$ cat src/hdl/gmps_pkg.sv
// Shared types and constants for the grid minimum path sum block.
// Depends on nothing; every other file but gmps_row_ram imports it.
package gmps_pkg;

  localparam int MAX_COLS = 2048;
  localparam int MAX_ROWS = 2048;

  localparam int COL_W   = (MAX_COLS > 1) ? $clog2(MAX_COLS) : 1;
  localparam int ROW_W   = (MAX_ROWS > 1) ? $clog2(MAX_ROWS) : 1;
  localparam int SIZE_W  = 12;  // configuration register width
  localparam int CNT_W   = 13;  // room for sizes up to 4096
  localparam int VALUE_W = 11;
  localparam int COST_W  = 24;
  localparam int SUM_W   = 23;
  localparam int CFG_IDX_W = 1;

  typedef enum logic [CFG_IDX_W-1:0] {
    REG_ROWS = 1'b0,
    REG_COLS = 1'b1
  } cfg_reg_t;

  // Position flags of one cell, handed from sequencer to cost unit
  typedef struct packed {
    logic row0;
    logic col0;
    logic last;
  } cell_ctl_t;

endpackage

$ cat src/hdl/gmps_seq.sv
// Configuration registers and raster position counters.
// Depends on gmps_pkg.
module gmps_seq
  import gmps_pkg::*;
(
  input  logic                 clk,
  input  logic                 rst,
  input  logic                 cfg_we,
  input  logic [CFG_IDX_W-1:0] cfg_index,
  input  logic [SIZE_W-1:0]    cfg_data,
  input  logic                 accept,
  output logic [COL_W-1:0]     col_addr,
  output cell_ctl_t            ctl
);

  logic [SIZE_W-1:0] grid_rows;
  logic [SIZE_W-1:0] grid_cols;
  logic [COL_W-1:0]  col_index;
  logic [ROW_W-1:0]  row_index;
  logic [CNT_W-1:0]  rows_eff;
  logic [CNT_W-1:0]  cols_eff;
  logic [CNT_W-1:0]  col_plus;
  logic [CNT_W-1:0]  row_plus;
  logic              last_col;
  logic              last_row;

  // Zero acts as one, oversize acts as the maximum
  always_comb begin
    if (grid_rows == '0) begin
      rows_eff = CNT_W'(1);
    end else if (CNT_W'(grid_rows) > CNT_W'(MAX_ROWS)) begin
      rows_eff = CNT_W'(MAX_ROWS);
    end else begin
      rows_eff = CNT_W'(grid_rows);
    end
    if (grid_cols == '0) begin
      cols_eff = CNT_W'(1);
    end else if (CNT_W'(grid_cols) > CNT_W'(MAX_COLS)) begin
      cols_eff = CNT_W'(MAX_COLS);
    end else begin
      cols_eff = CNT_W'(grid_cols);
    end
  end

  assign col_plus = CNT_W'(col_index) + CNT_W'(1);
  assign row_plus = CNT_W'(row_index) + CNT_W'(1);
  assign last_col = col_plus >= cols_eff;
  assign last_row = row_plus >= rows_eff;

  assign col_addr = col_index;
  assign ctl.row0 = (row_index == '0);
  assign ctl.col0 = (col_index == '0);
  assign ctl.last = last_col && last_row;

  always_ff @(posedge clk) begin
    if (rst) begin
      grid_rows <= SIZE_W'(1);
      grid_cols <= SIZE_W'(1);
      col_index <= '0;
      row_index <= '0;
    end else if (cfg_we) begin
      unique case (cfg_reg_t'(cfg_index))
        REG_ROWS: grid_rows <= cfg_data;
        REG_COLS: grid_cols <= cfg_data;
      endcase
      col_index <= '0;
      row_index <= '0;
    end else if (accept) begin
      if (last_col) begin
        col_index <= '0;
        row_index <= last_row ? '0 : row_plus[ROW_W-1:0];
      end else begin
        col_index <= col_plus[COL_W-1:0];
      end
    end
  end

endmodule

$ cat config.mk
export PLATFORM = sky130hd
export DESIGN_NAME = gmps_seq
export DESIGN_NICKNAME = d
export VERILOG_FILES = /design/src/hdl/gmps_pkg.sv /design/src/hdl/gmps_seq.sv
export SDC_FILE = /design/constraint.sdc
export NUM_CORES = 1
export LEC_CHECK = 0
export BUFFER_PORTS_ARGS = -buffer_cell sky130_fd_sc_hd__buf_2
export CELL_PAD_IN_SITES_DETAIL_PLACEMENT = 1
export CELL_PAD_IN_SITES_GLOBAL_PLACEMENT = 2
export CORE_ASPECT_RATIO = 1.25
export CORE_MARGIN = 3
export CORE_UTILIZATION = 34
export DETAILED_ROUTE_END_ITERATION = 7
export PLACE_DENSITY_LB_ADDON = 0.1
export SYNTH_ARGS = -nofsm -noshare
export SYNTH_HDL_FRONTEND = slang
export SYNTH_SLANG_ARGS = --single-unit
$ cat constraint.sdc
create_clock -name clk -period 3.52 [get_ports clk]
set_input_delay 0.528 -clock clk [delete_from_list [all_inputs] [get_ports clk]]
set_output_delay 0.528 -clock clk [all_outputs]
set_load 0.02 [all_outputs]
# Word level (Yosys, flattened, before mapping)
# Cells that the tools add are included.
[classes]
muxes = 6
bitwise = 1
n_reduce_logical = 9
n_lt_le_gt_ge = 4
addsub = 2
[ops]
columns = ["op", "n"]
rows = [
  ["two-way mux 12 bit", 4],
  ["greater-or-equal comparator 12 x 13 -> 1 bit", 2],
  ["adder 11 x 1 -> 12 bit, second input constant", 2],
  ["greater-than comparator 12 bit, second input constant", 2],
  ["zero test 12 bit", 2],
  ["zero test 11 bit", 2],
  ["two-way mux 11 bit", 2],
  ["AND reduction 2 bit", 3],
  ["OR reduction 2 bit", 1],
  ["logical AND 1 bit", 1],
  ["inverter 1 bit", 1],
]
[totals]
in_bits = 17
register_bits = 46
output_inout_bits = 14

# Longest topological paths before layout
# Gate-level depths: netlist of run 1.
[depth]
ltp_word = 5
ltp_mapped = 13
depth_no_buf = 12

# Least setup slack after synthesis of run 1
# Ideal clock, no wire load.
[synth_path]
kind = "register to output"
startpoint = "register col_index[0], in the netlist col_addr[0]"
endpoint = "output ctl[0] (netlist bit)"
n_path_buf = 1
slack_ns = 0.326
arrival_ns = 2.666
path_stages_with_launch = 13
cell_sequence = "dfxtp_1 > ha_1 > nand3_1 > nor2_1 > nand3_1 > xnor2_1 > ha_1 > and3_1 > o2111a_1 > a221oi_2 > and2_1 > buf_6 > nor2_1"
[synth_lines]
columns = ["element", "line", "rtl"]
rows = [
  ["from (decl)", "gmps_seq.sv:18", "logic [COL_W-1:0] col_index;"],
  ["from (signal assigned)", "gmps_seq.sv:73", "col_index <= col_plus[COL_W-1:0];"],
  ["to (decl)", "gmps_seq.sv:13", "output cell_ctl_t ctl"],
]

==> flow_metrics.env, run 1 <==
export IMPL_synth_warnings=0
export IMPL_totalWireLength_mm=8.17
export IMPL_htree_levels=2
export IMPL_setup_viol=0
export IMPL_p_per_area_nw_per_um2=337
export IMPL_placed_cells=472
export IMPL_crit_path_start_kind="register"
export IMPL_hold_class="register to register"
export IMPL_worstMarginPinSlew_ns=0.673
export IMPL_power_leakage_nw=1.30
export IMPL_area_growth_pct=16.7
export IMPL_critical_path_class="register to output pin"
export IMPL_slew_limit_headroom_pct=55.0
export IMPL_crit_arrival_ns=2.79
export IMPL_final_instance_count_excl_fill=486
export IMPL_die_area_um2=9300
export IMPL_core_area_um2=7880
export IMPL_synth_cells=357
export IMPL_finalCriticalPeriod_ns=3.32
export IMPL_vias_per_cell=5.39
export IMPL_multiInputGateArea_um2=1800
export IMPL_vias=2619
export IMPL_outcome="complete, no violations"
export IMPL_synth_nets=402
export IMPL_whs_ns=0.482
export IMPL_cpPeakStageDelay_ns=0.40
export IMPL_first_iter_violations=77
export IMPL_drc_errors=0
export IMPL_fin_setup_tns_ns=0
export IMPL_rows=36
export IMPL_clkTransAtPathRegs_ns=0.09
export IMPL_seq_area_frac_synth_pct=33.1
export IMPL_dr_pass1_iters=4
export IMPL_grt_pass1_wl_mm=13.7
export IMPL_fmax_mhz=301
export IMPL_place_congestion=0.801
export IMPL_slew_violations=0
export IMPL_cts_buffers=5
export IMPL_clk_path_buf_depth=2
export IMPL_antenna_found_initial=0
export IMPL_hold_buffers=0
export IMPL_fp_dieW_um=86.9
export IMPL_worstSetupEndpointType="output pin"
export IMPL_finalClockSkew_ns=0.00720
export IMPL_cp_max_fo=6
export IMPL_final_net_count=435
export IMPL_grt_ovfl_total=0
export IMPL_max_cap_violations=0
export IMPL_synth_top_cell_area_share_pct=33.1
export IMPL_grt_usage_pct=18.7
export IMPL_antenna_cells=0
export IMPL_yosys_register_bits=46
export IMPL_grt_max_degree=27
export IMPL_ios=31
export IMPL_crit_family="simple AND/OR/NAND/NOR gates"
export IMPL_tritoncts="built"
export IMPL_syn_cell_area_um2=2780
export IMPL_irDropWorstVdd_v=0.000165
export IMPL_postSynthAreaPerCell_um2=7.78
export IMPL_synth_area_top_cells="dfxtp_1, ha_1, nand2_1"
export IMPL_cts_root_buffer="clkbuf_8"
export IMPL_layout_drive_gt1_share_pct=18.4
export IMPL_hpwl_mm=6.24
export IMPL_seq_area_um2=932
export IMPL_cpMaxStageDelayCell="dfxtp_4"
export IMPL_io_buffer_count=30
export IMPL_stdcell_area_um2=3240
export IMPL_critPathBufInv=1
export IMPL_cts_sinks=46
export IMPL_hold_violations=0
export IMPL_place_area_um2=3030
export IMPL_yosys_area_top_type="dfxtp_1"
export IMPL_required_ns=2.99
export IMPL_fin_crit_sh_pct=94.4
export IMPL_crit_chain="ha_4, nand3_2, nor2_4, nand4_1, xnor2_2, ha_1, and3_1, o2111a_1, a221oi_2, and2_4, nor2_1, buf_2"
export IMPL_nFillCells=1002
export IMPL_wire_per_inst_um=16.8
export IMPL_synth_cell_types=41
export IMPL_die_h_um=107
export IMPL_clock_latency_ns=0.30
export IMPL_postRouteAntennaNets=0
export IMPL_initial_core_util_pct=35.3
export IMPL_grt_pass1_vias=2688
==> placed cells by master (no fill, tap or decap), types with 8 or more instances in the layout <==
master,synthesis,final
a21oi_1,36,35
buf_4,0,13
inv_1,12,12
nor2_1,14,12
o22ai_1,8,8
xnor2_1,12,11
dfxtp_1,46,41
ha_1,28,26
nand2_1,88,87
nand3_1,15,13
nor4_1,8,8
buf_2,0,30
==> per-stage QoR <==
| stage | util [%] | setup WS (ns) | power, mW |
|---|---|---|---|
| finish | 41.1 | 0.199 | 1.09 |
| global route | 41.1 | -0.00236 | 1.16 |
| CTS | 40.2 | 0.00189 | 1.10 |
| detailed placement | 38.4 | 0.162 | 0.741 |
| global placement | 38.4 | 0.112 | 0.737 |
| floorplan | - | 0.326 | 0.677 |
==> where the power goes <==
| group | internal [mW] | leakage (nW) | switching (mW) | total, mW |
|---|---|---|---|---|
| combinational | 0.0760 | 0.872 | 0.115 | 0.191 |
| clock | 0.158 | 0.0472 | 0.194 | 0.353 |
| sequential | 0.534 | 0.377 | 0.0135 | 0.547 |
==> area by class of cell <==
class | count | share of cell area, %
tap | 95 | 3.67
clock inverter | 2 | 0.386
sequential | 46 | 28.8
inverter | 12 | 1.39
multi-input combinational | 282 | 55.6
clock buffer | 6 | 2.55
timing repair buffer | 43 | 7.64
==> kinds of logic (layout without fill, tap and decap cells) <==
logic type / count (synthesis) / after routing / synth area share, %
AOI/OAI and AO/OA: 77 / 77 / 17.8
xor gates and xnor gates: 18 / 18 / 5.67
adders and majority gates: 28 / 28 / 12.6
buffers and inverters: 29 / 63 / 4.19
DFF: 46 / 46 / 33.1
and+or+nand+nor: 159 / 159 / 26.6
==> Yosys cell counts <==
cell / n
nand2_1: 88
dfxtp_1: 46
a21oi_1: 36
ha_1: 28
clkbuf_1: 16
nand3_1: 15
nor2_1: 14
inv_1: 12
xnor2_1: 12
nor4_1: 8
o22ai_1: 8
a32o_1: 7
o21ai_0: 7
or3_1: 7
xor2_1: 6
a21o_1: 5
and3_1: 5
and2_1: 3
nand4_1: 3
nor3_1: 3
nor3b_1: 3
a211oi_1: 2
a221o_1: 2
a31oi_1: 2
and4b_1: 2
nand3b_1: 2
a21bo_2: 1
a21boi_0: 1
a221oi_2: 1
a31o_2: 1
and3_2: 1
and4_1: 1
buf_6: 1
nand2b_1: 1
nor2b_1: 1
o2111a_1: 1
o211ai_1: 1
o21a_1: 1
o31ai_1: 1
or2_2: 1
or4b_1: 1
==> final timing paths <==
path | start | end | slack [ns] | cells after the start
max reg2reg | col_addr[0] | row_index[8] | 0.40 | 15
min | grid_rows[5] | grid_rows[5] | 0.48 | 2
max | col_addr[0] | ctl[0] | 0.20 | 12
min reg2reg | grid_rows[5] | grid_rows[5] | 0.48 | 2
==> flip-flops by register name (all words and copies together) (netlist names) <==
signal and cells:
grid_rows 12, col_addr 11, grid_cols 12, row_index 11
==> routing by layer <==
layer / vias up / track usage [%] / part of all wire (%)
met3: 6 / 2.61 / 1.8
met5: - / 0 / 0
met1: 1269 / 23.2 / 45
li1: 1320 / - / -
met4: 0 / 5.35 / 1.3
met2: 24 / 33.0 / 52
==> worst reg2reg max path: cells and delay by family (launching register included) <==
family	cells	cell delay, ns
simple gates	5	0.86
buf+inv	3	0.42
compound gates	4	0.65
flops	1	0.40
xor+xnor	1	0.18
fa+ha+maj	2	0.49
==> timing repair <==
| action | 4_1_cts | 5_1_grt |
|---|---|---|
| resized for setup | 8 | 13 |
| setup buffers | 3 | 3 |
| pin swaps | 3 | 7 |
| setup endpoints to repair | 1 | 1 |
| endpoints found under the hold margin | 0 | 0 |
Power figures use the tool's default switching activity.
==> run 2: changes to the inputs <==
==> constraint.sdc (replaced) <==
create_clock -name clk -period 3.52 [get_ports clk]
set_input_delay 0.528 -clock clk [delete_from_list [all_inputs] [get_ports clk]]
set_output_delay 0.528 -clock clk [all_outputs]
set_load 0.005 [all_outputs]
==> flow_metrics.env, run 2 (synthesis results as in run 1) <==
export IMPL_outcome="complete, no violations"
export IMPL_layout_drive_gt1_share_pct=18.0
export IMPL_io_buffer_count=30
export IMPL_fmax_mhz=298
export IMPL_required_ns=2.99
export IMPL_hold_class="primary input to register"
export IMPL_r2r_start="col_addr[0]"
export IMPL_critPathBufInv=1
export IMPL_slew_limit_headroom_pct=51.9
export IMPL_cts_buffers=5
export IMPL_final_net_count=432
export IMPL_tritoncts="built"
export IMPL_cpPeakStageDelay_ns=0.39
export IMPL_comb_power_share_pct=16.8
export IMPL_p_total_mw=1.10
export IMPL_cpMaxStageDelayCell="dfxtp_4"
export IMPL_fin_crit_sh_pct=95.4
export IMPL_largest_registers="grid_cols x12, grid_rows x12"
export IMPL_netSwitchingPower_uw=314
export IMPL_cp_max_fo=7
export IMPL_grt_max_degree=27
export IMPL_hold_path_depth=3
export IMPL_internal_power_uw=791
export IMPL_die_h_um=107
export IMPL_hpwl_mm=6.11
export IMPL_hold_buffers=0
export IMPL_setup_viol=0
export IMPL_initial_core_util_pct=35.3
export IMPL_area_growth_pct=16.3
export IMPL_drc_errors=0
export IMPL_first_iter_violations=59
export IMPL_reg2reg_to="col_addr[9]"
export IMPL_clock_latency_ns=0.30
export IMPL_rows=36
export IMPL_postRouteAntennaNets=0
export IMPL_clk_path_buf_depth=2
export IMPL_rrSetupSlack_ns=0.35
export IMPL_power_leakage_nw=1.30
export IMPL_totalWireLength_mm=7.95
export IMPL_finalClockSkew_ns=0.00823
export IMPL_vias_per_cell=5.35
export IMPL_fp_dieW_um=86.9
export IMPL_core_area_um2=7880
export IMPL_htree_levels=2
export IMPL_dr_pass1_iters=4
export IMPL_hold_violations=0
export IMPL_antenna_cells=0
export IMPL_irDropWorstVdd_v=0.000164
export IMPL_cts_sinks=46
export IMPL_crit_chain="ha_2, nand3_2, nor2_4, nand4_1, xnor2_2, ha_1, and3_1, a221o_1, nand2_2, and2_4, nor2_1, buf_2"
export IMPL_placed_cells=474
export IMPL_die_area_um2=9300
export IMPL_worstSetupEndpointType="output pin"
export IMPL_grt_pass1_vias=2667
export IMPL_grt_ovfl_total=0
export IMPL_clkTransAtPathRegs_ns=0.10
export IMPL_switching_share_pct=28.4
export IMPL_crit_family="simple AND/OR/NAND/NOR gates"
export IMPL_place_congestion=0.802
export IMPL_fin_setup_tns_ns=0
export IMPL_whs_endpoint="grid_rows[0]"
export IMPL_vias=2585
export IMPL_grt_pass1_wl_mm=13.1
export IMPL_finalCriticalPeriod_ns=3.36
export IMPL_grt_usage_pct=17.7
export IMPL_final_instance_count_excl_fill=483
export IMPL_antenna_found_initial=0
export IMPL_max_cap_violations=0
export IMPL_worstRegToRegCells=13
export IMPL_final_cell_mix="nand2_1, dfxtp_1, a21oi_1"
export IMPL_worstMarginPinSlew_ns=0.718
export IMPL_final_common_cell="nand2_1"
export IMPL_min_delay_start="cfg_data[0]"
export IMPL_crit_path_start_kind="register"
export IMPL_p_seq_share_pct=49.5
export IMPL_wire_per_inst_um=16.5
export IMPL_whs_ns=0.471
export IMPL_ios=31
export IMPL_slew_violations=0
export IMPL_critical_path_class="register to output pin"
export IMPL_p_per_area_nw_per_um2=342
export IMPL_crit_arrival_ns=2.83
export IMPL_p_clk_share_pct=33.6
export IMPL_cts_root_buffer="clkbuf_8"
## run 2: changes by cell type in the layout (fill, tap and decap cells not counted), sizes merged
cell	previous run	this run
buf	43	40
clkbuf	6	7
clkinvlp	1	0
## run 2: worst max-delay path by stage
stage | start | end | slack (ns) | cells after the start
6_report | col_addr[0] | ctl[0] | 0.16 | 12
2_1_floorplan | col_addr[0] | col_addr[9] | 0.47 | 13
4_1_cts | row_index[0] | ctl[0] | 0.01 | 12
3_5_place_dp | col_addr[0] | ctl[0] | 0.05 | 12
3_3_place_gp | row_index[0] | row_index[0] | 0.1 | 13
5_1_grt | col_addr[0] | ctl[0] | -0.003 | 12
## run 2: layout make-up
class                           count  area (um2)
Fill cell                         984        4650
Multi-Input combinational cell    282        1810
Sequential cell                    46         928
Timing Repair Buffer               40         225
Tap cell                           95         119
Clock buffer                        7        96.3
Inverter                           12        45.0
Clock inverter                      1        8.76
## run 2: repair_timing
action | CTS | global route
setup buffers | 1 | 0
pin swaps | 0 | 2
endpoints found under the setup margin | 1 | 3
gates resized for setup | 10 | 11
hold endpoints to repair | 0 | 0
## run 2: per-layer routing
layer  wire length (um)  track usage (%)  up-vias
met3                139             2.08        4
met1               3600             21.9     1250
met5                  0                0        -
li1                   -                -     1314
met4                 82             5.23        0
met2               4120             31.6       17
## run 2: power groups by stage
| stage | clock network [mW] | registers, mW | logic (mW) |
|---|---|---|---|
| finish | 0.372 | 0.547 | 0.186 |
| global route | 0.403 | 0.550 | 0.209 |
| CTS | 0.387 | 0.548 | 0.188 |
| detailed placement | 0 | 0.560 | 0.179 |
| global placement | 0 | 0.560 | 0.176 |
| floorplan | 0 | 0.556 | 0.116 |
## run 2: worst reg2reg max path, delay by kind of cell, from the launching register on
| kind | cells | cell delay [ns] |
|---|---|---|
| simple gates | 7 | 1.34 |
| fa+ha+maj | 2 | 0.54 |
| buf+inv | 1 | 0.15 |
| compound gates | 2 | 0.52 |
| flops | 1 | 0.39 |
| xor+xnor | 1 | 0.18 |
## run 2: per-stage QoR
stage / utilization [%] / cell area, um2 / setup WS, ns
floorplan: - / 2780 / 0.472
global placement: 38.6 / 3040 / 0.0984
detailed placement: 38.6 / 3040 / 0.0469
CTS: 40.4 / 3180 / 0.0136
global route: 41.0 / 3230 / -0.00316
finish: 41.0 / 3230 / 0.162
