**config.mk**
```make
export PLATFORM = sky130hd
export DESIGN_NAME = gmps_cost
export DESIGN_NICKNAME = d
export VERILOG_FILES = /design/src/hdl/gmps_pkg.sv /design/src/hdl/gmps_cost.sv
export SDC_FILE = /design/constraint.sdc
export NUM_CORES = 1
export LEC_CHECK = 0
export BUFFER_PORTS_ARGS = -buffer_cell sky130_fd_sc_hd__buf_2
export CORE_MARGIN = 2
export CORE_UTILIZATION = 50
export DETAILED_ROUTE_END_ITERATION = 8
export HOLD_SLACK_MARGIN = 0.06
export PLACE_DENSITY_LB_ADDON = 0.3
export SLEW_MARGIN = 20
export SYNTH_ARGS = -nofsm -noshare
export SYNTH_HDL_FRONTEND = slang
export SYNTH_SLANG_ARGS = --single-unit
```
**constraint.sdc**
```tcl
create_clock -name clk -period 6.1 [get_ports clk]
set_input_delay 0.305 -clock clk [delete_from_list [all_inputs] [get_ports clk]]
set_output_delay 0.305 -clock clk [all_outputs]
set_load 0.01 [all_outputs]
```
**src/hdl/gmps_pkg.sv**
```systemverilog
// Shared types and constants for the grid minimum path sum block.
// Depends on nothing; every other file but gmps_row_ram imports it.
package gmps_pkg;

  localparam int MAX_COLS = 2048;
  localparam int MAX_ROWS = 2048;

  localparam int COL_W   = (MAX_COLS > 1) ? $clog2(MAX_COLS) : 1;
  localparam int ROW_W   = (MAX_ROWS > 1) ? $clog2(MAX_ROWS) : 1;
  localparam int SIZE_W  = 12;  // configuration register width
  localparam int CNT_W   = 13;  // room for sizes up to 4096
  localparam int VALUE_W = 11;
  localparam int COST_W  = 24;
  localparam int SUM_W   = 23;
  localparam int CFG_IDX_W = 1;

  typedef enum logic [CFG_IDX_W-1:0] {
    REG_ROWS = 1'b0,
    REG_COLS = 1'b1
  } cfg_reg_t;

  // Position flags of one cell, handed from sequencer to cost unit
  typedef struct packed {
    logic row0;
    logic col0;
    logic last;
  } cell_ctl_t;

endpackage

```
**src/hdl/gmps_cost.sv**
```systemverilog
// Cost stage: forms each cell's path cost from the row buffer and the left
// cost, writes it back, and holds the result register. Depends on gmps_pkg.
module gmps_cost
  import gmps_pkg::*;
(
  input  logic                      clk,
  input  logic                      rst,
  input  logic                      clear,
  input  logic                      accept,
  input  logic signed [VALUE_W-1:0] cell_value,
  input  logic [COL_W-1:0]          col_addr,
  input  cell_ctl_t                 ctl,
  input  logic [COST_W-1:0]         rd_data,
  output logic                      wr_en,
  output logic [COL_W-1:0]          wr_addr,
  output logic [COST_W-1:0]         wr_data,
  output logic                      in_ready,
  output logic                      out_valid,
  input  logic                      out_ready,
  output logic signed [SUM_W-1:0]   min_sum
);

  logic                      s1_valid;
  cell_ctl_t                 s1_ctl;
  logic [COL_W-1:0]          s1_addr;
  logic signed [VALUE_W-1:0] s1_value;
  logic                      fwd_hit;
  logic signed [COST_W-1:0]  fwd_data;
  logic signed [COST_W-1:0]  left_cost;
  logic signed [COST_W-1:0]  up;
  logic signed [COST_W-1:0]  base;
  logic signed [COST_W-1:0]  cost;
  logic                      s1_adv;

  // Take the entry just written when the read raced the write
  assign up = fwd_hit ? fwd_data : $signed(rd_data);

  always_comb begin
    if (s1_ctl.row0) begin
      base = s1_ctl.col0 ? '0 : left_cost;
    end else if (s1_ctl.col0) begin
      base = up;
    end else begin
      base = (up < left_cost) ? up : left_cost;
    end
    cost = base + COST_W'(s1_value);
  end

  // Stall only a last cell whose result has nowhere to go
  assign s1_adv   = s1_valid && (!s1_ctl.last || !out_valid || out_ready);
  assign in_ready = !s1_valid || s1_adv;

  assign wr_en   = s1_adv;
  assign wr_addr = s1_addr;
  assign wr_data = cost;

  always_ff @(posedge clk) begin
    if (rst) begin
      s1_valid <= 1'b0;
    end else if (accept) begin
      s1_valid <= 1'b1;
    end else if (s1_adv) begin
      s1_valid <= 1'b0;
    end
  end

  always_ff @(posedge clk) begin
    if (accept) begin
      s1_ctl   <= ctl;
      s1_addr  <= col_addr;
      s1_value <= cell_value;
      fwd_hit  <= s1_adv && (s1_addr == col_addr);
      fwd_data <= cost;
    end
  end

  always_ff @(posedge clk) begin
    if (rst || clear) begin
      left_cost <= '0;
    end else if (s1_adv) begin
      left_cost <= s1_ctl.last ? '0 : cost;
    end
  end

  always_ff @(posedge clk) begin
    if (rst) begin
      out_valid <= 1'b0;
    end else if (s1_adv && s1_ctl.last) begin
      out_valid <= 1'b1;
    end else if (out_ready) begin
      out_valid <= 1'b0;
    end
  end

  always_ff @(posedge clk) begin
    if (s1_adv && s1_ctl.last) begin
      min_sum <= cost[SUM_W-1:0];
    end
  end

  a_stall_holds: assert property (@(posedge clk) disable iff (rst)
    s1_valid && !s1_adv |=> s1_valid && $stable(s1_addr) && $stable(s1_value))
    else $error("stalled cost stage lost its cell");

  a_last_lands: assert property (@(posedge clk) disable iff (rst)
    s1_adv && s1_ctl.last |=> out_valid)
    else $error("last cell did not load a result");

  a_result_source: assert property (@(posedge clk) disable iff (rst)
    $rose(out_valid) |-> $past(s1_valid && s1_ctl.last))
    else $error("result appeared without a last cell");

  a_no_wr_idle: assert property (@(posedge clk) disable iff (rst)
    wr_en |-> s1_valid)
    else $error("row buffer written with no cell in flight");

endmodule

```
# --- Word-level counts from Yosys, hierarchy flattened ---
# Cells that the tools add are included.
# W data, S select, Z words.
word_totals:
  ramBits: 0
  latch_bits: 0
  inputBits: 54
  n_memories: 0
  romBits: 0
  ff_bits: 99
classes:
  div_mod_pow: 0
  add_sub_neg: 1
  muxes: 10
  multipliers: 0
  eq_ne: 1
  n_reduce_logical: 12
  n_bitwise: 0
  magnitude_cmp: 1
  shifts: 0
ops:
  columns: ["cell", "count"]
  rows:
  - ["$mux W24", 6]
  - ["$add A24 B11 Y24", 1]
  - ["$lt A24 B24 Y1", 1]
  - ["$eq A11 B11 Y1", 1]
  - ["$logic_or A1 B1 Y1", 4]
  - ["$mux W1", 4]
  - ["$reduce_bool A2 Y1", 2]
  - ["$logic_and A1 B1 Y1", 3]
  - ["$logic_not A1 Y1", 3]

# --- Longest topological paths before layout ---
# Gate-level depths: netlist of run 1.
logic_depth:
  depth_word: 7
  mapped_depth: 23

# --- Least setup slack after synthesis of run 1 ---
# No wires, ideal clock.
synth_path:
  path_type: "register to output"
  start: "register fwd_hit"
  end: "output port wr_data[22]"
  path_buffers: 3
  stages_incl_launch_ff: 23
  arrival_ns: 5.459
  required_ns: 5.795
  path_slack_ns: 0.336
  cell_sequence: "edfxtp_1 > clkbuf_1 > clkbuf_1 > mux2_2 > ha_1 > a21oi_1 > nand3_1 > a221o_1 > or2_1 > o31ai_1 > nor3_1 > clkbuf_1 > nand2_1 > nand2_1 > fa_1 > a21o_1 > a21o_1 > a2111oi_4 > nand4b_1 > a21oi_1 > or4_1 > a31oi_1 > xnor2_1"
synth_between:
  elab_chain_len: 6
synth_rtl:
  columns: ["item", "line", "text"]
  rows:
  - ["start: declaration", "gmps_cost.sv:27", "logic fwd_hit;"]
  - ["start signal: assignment", "gmps_cost.sv:72", "fwd_hit <= s1_adv && (s1_addr == col_addr);"]
  - ["$mux W24 (*)", "gmps_cost.sv:36", "assign up = fwd_hit ? fwd_data : $signed(rd_data);"]
  - ["$lt A24 B24 Y1", "gmps_cost.sv:44", "base = (up < left_cost) ? up : left_cost;"]
  - ["$mux W24", "gmps_cost.sv:44", null]
  - ["$mux W24 (*)", "gmps_cost.sv:41", "end else if (s1_ctl.col0) begin"]
  - ["$mux W24 (*)", "gmps_cost.sv:39", "if (s1_ctl.row0) begin"]
  - ["$add A24 B11 Y24 (*)", "gmps_cost.sv:46", "cost = base + COST_W'(s1_value);"]
  - ["end: declaration", "gmps_cost.sv:16", "output logic [COST_W-1:0] wr_data,"]
# Every way passes the cells marked *; elsewhere a longest branch is shown, timed or not.

# --- Worst setup path after layout of run 1 ---
# Same ends and word-level chain as after synthesis.

==> flow_summary.ini, run 1 <==
[route]
vias = 4402
drt_pre_antenna_iters = 5
routedWlPerCell_um = 16.8
ant_nets = 0
drt-total-wl_um = 13500
drc = 0
viasPerCell = 5.50
drt-initial-drc-count = 178

[cts]
cts_buffer_depth = 2
clock_sinks = 99
ctsHoldBuffers = 0
tritoncts = yes
h-tree-depth = 3
clk_latency_ns = 0.39
clockRootBuffer = clkbuf_8
clkTransAtPathRegs_ns = 0.09
cts_buffers = 9

[timing]
tightest_slew_ns = 0.762
fin_crit_sh_pct = 97.9
hold_viol_final = 0
max_slew_margin_pct = 48.8
fmax_ghz = 0.167
tns_ns = 0
hold_ws_ns = 0.0801
slew_violations = 0
fin_crit_ns = 5.97
rsz0062_at_grt = true
skew_ns = 0.0134
setup_viol = 0

[power]
p_leak_nw = 2.83
ir_worst_vdd_uv = 220
p_total_mw = 1.96
power_density_nw_per_um2 = 287

[logic_synthesis]
synth_most_common_cell = edfxtp_1
syn-num-nets = 626
synthArstFlopShare_pct = 0
ys_seq_elements = 99
postSynthAreaPerCell_sq_um = 10.6
synthTopCellsByArea = edfxtp_1, ha_1, dfxtp_1, mux2_2, nand2_1
synth_area_leader_cell = edfxtp_1
yosys_most_used_dff = edfxtp_1
synth_top_area_share_pct = 39.4
synthCells = 524
synth_area_sq_um = 5570
yosysSeqAreaShare_pct = 48.7
synth-edff-count = 73
synth.distinct_cells = 47
yosysWarnings = 0
synth_common_cells = edfxtp_1, nand2_1, ha_1

[critical_path]
crit_buf_inv = 2
cp_slowest_cell = or4_1
max_stage_delay_ns = 0.45
worstSetupStartpointType = flop
reg2reg_from = fwd_hit$_DFFE_PP_
path_depth = 22
path_max_fanout = 10
crit_required_ns = 5.79
cp_top_family = compound AO/OA/AOI/OAI gates
critPathArrivalTime_ns = 5.67
worstPathCellList = buf_12, mux2_2, ha_1, nand4_1, nor2_1, a221o_1, or2_4, o31ai_4, nor3_4, nand2_1, o21ai_0, ha_2, fa_2, a21o_1, a21o_1, a2111oi_4, nand4b_1, a21oi_2, or4_1, a31oi_2, xnor2_2, buf_2
r2r_setup_slack_ns = 0.59
cp-end-kind = primary output
r2r-end = left_cost[22]$_SDFFE_PP0P_
reg2reg_depth = 23
cp-endpoint = wr_data[22]
crit_start = fwd_hit$_DFFE_PP_
critical_path.most_common_cell = a21o_1
path_class = reg2out

[layout]
area.growth.synth_to_final_pct = 22.6
antenna_cells = 0
layout-drive-gt1-share_pct = 30.4
nets = 758
final_cells = 801

[floorplan]
rows = 38
die_w_um = 110
io_pins = 115
core-area_sq_um = 10800
die_y_um = 110
die_area_sq_um = 12000
start_util_pct = 51.4

[status]
status = finished clean

[grt]
antenna_found_initial = 0
grtUsageTotal_pct = 23.7
grt_pass1_wl_um = 21400
grt_start_max_net_pins = 52
overflow = 0
grt_pass1_vias = 4388

[placement]
detailed_place_hpwl_um = 9670
numPortBuffers = 114
gp_congestion = 0.873
placed_cells = 772

[min_path]
hold_path_class = in2reg

[flow_run]
maxCapViolCount = 0
worst min path at each step:
stage	from	to	slack (ns)	cells past startpoint
2_1_floorplan	rst	s1_valid$_SDFFE_PP0P_	0.37	1
3_3_place_gp	left_cost[20]$_SDFFE_PP0P_	left_cost[20]$_SDFFE_PP0P_	0.47	2
3_5_place_dp	left_cost[20]$_SDFFE_PP0P_	left_cost[20]$_SDFFE_PP0P_	0.47	2
4_1_cts	ctl[2]	s1_ctl[2]$_DFFE_PP_	0.06	1
5_1_grt	cell_value[1]	s1_value[1]$_DFFE_PP_	0.06	1
6_report	ctl[0]	s1_ctl[0]$_DFFE_PP_	0.08	1
state kept, by name, indices dropped and copies added (netlist names):
signal and flops:
min_sum 23, s1_valid 1, fwd_data 24, s1_ctl 3
s1_value 11, wr_addr 11, out_valid 1, left_cost 24
fwd_hit 1
where the power goes:
group,internal (mW),switching [mW],total (mW)
combinational,0.293,0.395,0.688
clock,0.189,0.230,0.419
sequential,0.827,0.0278,0.855
layer usage:
metal | routed length (um) | track usage, %
met5 | 0 | 0
met4 | 282 | 10.9
met3 | 883 | 5.51
met2 | 6480 | 38.7
met1 | 5820 | 29.7
repair_timing:
action | 4_1_cts | 5_1_grt
pin swaps | 3 | 13
gates resized for setup | 13 | 21
endpoints found under the setup margin | 11 | 11
gates cloned | 1 | 0
buffers inserted | 6 | 7
cell type report:
type | instances | area [sq um]
clock buffers | 10 | 128
clock inverters | 6 | 65.1
fillers | 884 | 4010
inverters | 33 | 124
multi-input cells | 379 | 2870
flip-flops and latches | 99 | 2710
well taps | 140 | 175
repair buffers | 134 | 756
cells in the final DEF (no fill, tap or decap), drive strengths merged, types with 5 or more instances in the layout:
master  instances
nand2          60
a21oi          29
dfxtp          26
nor2           30
a22oi          16
or2             5
nand2b         25
mux2           23
o21ai          18
nand4           9
a31oi           7
nand3          11
xor2           13
xnor2          18
clkbuf         10
buf           134
a21o           11
inv            34
ha             47
nor2b           6
edfxtp         73
nor3           12
cell families after synthesis:
family                     after synthesis  share of synthesized area (%)
and+or+nand+nor                        172                           14.9
AOI/OAI and AO/OA                      104                           12.7
DFF                                     99                           48.7
adders and majority gates               48                           10.9
buffers and inverters                   46                           3.10
xor gates and xnor gates                31                           4.87
muxes                                   24                           4.83
through the flow:
stage | worst slack (ns) | area [sq um] | utilization [%]
after floorplan | 0.336 | 5570 | -
after global placement | 0.232 | 6340 | 58.5
final | 0.129 | 6830 | 63.0
after detailed placement | 0.00645 | 6340 | 58.5
after CTS | 0.0382 | 6670 | 61.5
after global routing | -0.105 | 6830 | 63.0
No activity file was read; power rests on OpenSTA's default activity.
==> run 2, diff against run 1 <==
- ABC_CLOCK_PERIOD_IN_PS: default -> 4800
- clock period: 6.1 -> 4.8 ns (I/O delays scaled with it)
==> run 2 against run 1 <==
- the run now ends with negative setup slack left
- non-clock buffer count rose by 103
- setup slack got worse by 1.2 ns
- global-route usage rose by 2.5 points
- clock power rose by 39%
- sequential power rose by 27%
- flip-flop and latch count did not move
- critical path depth rose by 3
==> flow_summary.ini, run 2 (synthesis gave the netlist of run 1 again) <==
[timing]
fin_ws_ns = -1.09
fin_crit_ns = 5.89
skew_ns = 0.0134
slew_violations = 0
tightest_slew_ns = 1.04
rsz0062_at_grt = true
fmax_ghz = 0.170
setup_viol = 64
max_slew_margin_pct = 30.8
fin_crit_sh_pct = 123
hold_viol_final = 0

[floorplan]
io_pins = 115
die_w_um = 110
core-area_sq_um = 10800
die_area_sq_um = 12000
die_y_um = 110
start_util_pct = 51.4
rows = 38

[layout]
antenna_cells = 0
nFillCells = 719
layout_commonest_cell = buf_2
final_cell_mix = buf_2, buf_4, edfxtp_1
nets = 861
layout-drive-gt1-share_pct = 42.3
top_regs = fwd_data: 24 flops, left_cost: 24 flops, min_sum: 23 flops
area.growth.synth_to_final_pct = 45.0
post-route-util_pct = 74.5

[flow_run]
maxCapViolCount = 0

[placement]
numPortBuffers = 114
post-place-ws_ns = -0.632
detailed_place_hpwl_um = 10500
gp_congestion = 0.915

[critical_path]
reg2reg_depth = 27
critPathArrivalTime_ns = 5.65
path_class = reg2out
cp-end-kind = primary output
worstSetupStartpointType = flop
r2r-end = left_cost[16]$_SDFFE_PP0P_
crit_required_ns = 4.56
reg2reg_from = fwd_hit$_DFFE_PP_
path_max_fanout = 8
r2r_setup_slack_ns = -0.66

[cts]
clkTransAtPathRegs_ns = 0.10
tritoncts = yes
clk_latency_ns = 0.37
clockRootBuffer = clkbuf_8
h-tree-depth = 3
cts_buffers = 9
clock_sinks = 99
cts_buffer_depth = 2

[route]
ant_nets = 0
drt-total-wl_um = 15700
drt-initial-drc-count = 211
drc = 0
drt_pre_antenna_iters = 5
vias = 4957
routedWlPerCell_um = 17.3
viasPerCell = 5.48

[min_path]
hp-start = col_addr[5]
holdPathStages = 1
hold_path_class = in2reg
whs_endpoint = wr_addr[5]$_DFFE_PP_

[status]
violations = negative setup slack
status = complete, but fails checks

[grt]
grt_pass1_vias = 4981
overflow = 0
antenna_found_initial = 0
grtUsageTotal_pct = 26.2
grt_start_max_net_pins = 52
grt_pass1_wl_um = 23900

[power]
ir_worst_vdd_uv = 228
power_density_nw_per_um2 = 354
p_leak_nw = 3.47
-- run 2: cell types whose count changed in the layout (fill, tap and decap cells not counted), moves of 6 or more --
cell	previous run	this run
buf_6	0	11
ha_4	3	9
dlygate4sd3_1	0	25
ha_1	43	36
a21oi_1	28	21
buf_4	18	86
a21oi_2	1	7
-- run 2: area by class of cell --
class / count / area [sq um] / area share (%)
multi-input cells: 379 / 3200 / 39.7
flip-flops and latches: 99 / 2710 / 33.6
inverters: 33 / 124 / 1.53
clock inverters: 5 / 67.6 / 0.837
well taps: 140 / 175 / 2.17
clock buffers: 11 / 151 / 1.87
repair buffers: 237 / 1640 / 20.3
-- run 2: timing repair --
| action | 4_1_cts | 5_1_grt |
|---|---|---|
| cloned | 1 | 0 |
| endpoints found under the hold margin | 23 | 2 |
| pin swaps | 13 | 21 |
| setup endpoints to repair | 61 | 69 |
| hold buffers | 23 | 2 |
| resized for setup | 62 | 17 |
| buffers inserted | 14 | 10 |
-- run 2: power by group --
group / switching, mW / internal [mW] / leakage (nW) / total (mW)
Combinational: 0.607 / 0.584 / 2.44 / 1.19
Sequential: 0.0369 / 1.05 / 0.911 / 1.09
Clock: 0.304 / 0.277 / 0.112 / 0.581
-- run 2: through the flow --
stage	setup TNS [ns]	cell area, sq um	hold slack (ns)	power, mW	instances
final	-26.13	8080	0.0700	2.86	904
after global routing	-40.38	8080	0.0601	3.00	904
after CTS	-17.54	7870	0.0602	2.79	893
after detailed placement	-16.94	6980	0.418	2.08	840
after global placement	-13.31	6980	0.416	2.05	840
after floorplan	-1.88	5760	0.309	1.66	524
-- run 2: worst max path at each step --
stage / cells after the start / endpoint / startpoint / slack, ns
global route: 25 / wr_data[23] / fwd_hit$_DFFE_PP_ / -1.35
finish: 25 / wr_data[23] / fwd_hit$_DFFE_PP_ / -1.09
detailed placement: 24 / wr_data[18] / fwd_hit$_DFFE_PP_ / -0.63
CTS: 23 / wr_data[22] / fwd_hit$_DFFE_PP_ / -0.96
global placement: 24 / wr_data[18] / fwd_hit$_DFFE_PP_ / -0.54
floorplan: 22 / left_cost[22]$_SDFFE_PP0P_ / fwd_hit$_DFFE_PP_ / -0.25
-- run 2: layer usage --
metal  part of all wire, %  GRT usage (%)
met1                    42           32.4
met2                    50           45.9
met3                   5.2           4.68
met4                   2.4           9.13
met5                     0              0
-- run 2: worst max-delay path: stages (launching register included) --
cell and delay (ns):
edfxtp_1 0.46, buf_6 0.16, buf_16 0.14, mux2_4 0.32
ha_4 0.28, nand4_1 0.15, buf_4 0.18, buf_4 0.14
nor4_4 0.32, a31oi_1 0.18, o211ai_1 0.14, buf_4 0.17
buf_6 0.11, buf_6 0.10, nand2b_1 0.10, nand2_1 0.05
ha_1 0.21, or2_2 0.35, a221oi_4 0.29, nor2b_1 0.11
nor2_1 0.20, nand3_1 0.17, a221oi_2 0.31, o21ai_1 0.14
xnor2_1 0.30, buf_2 0.20
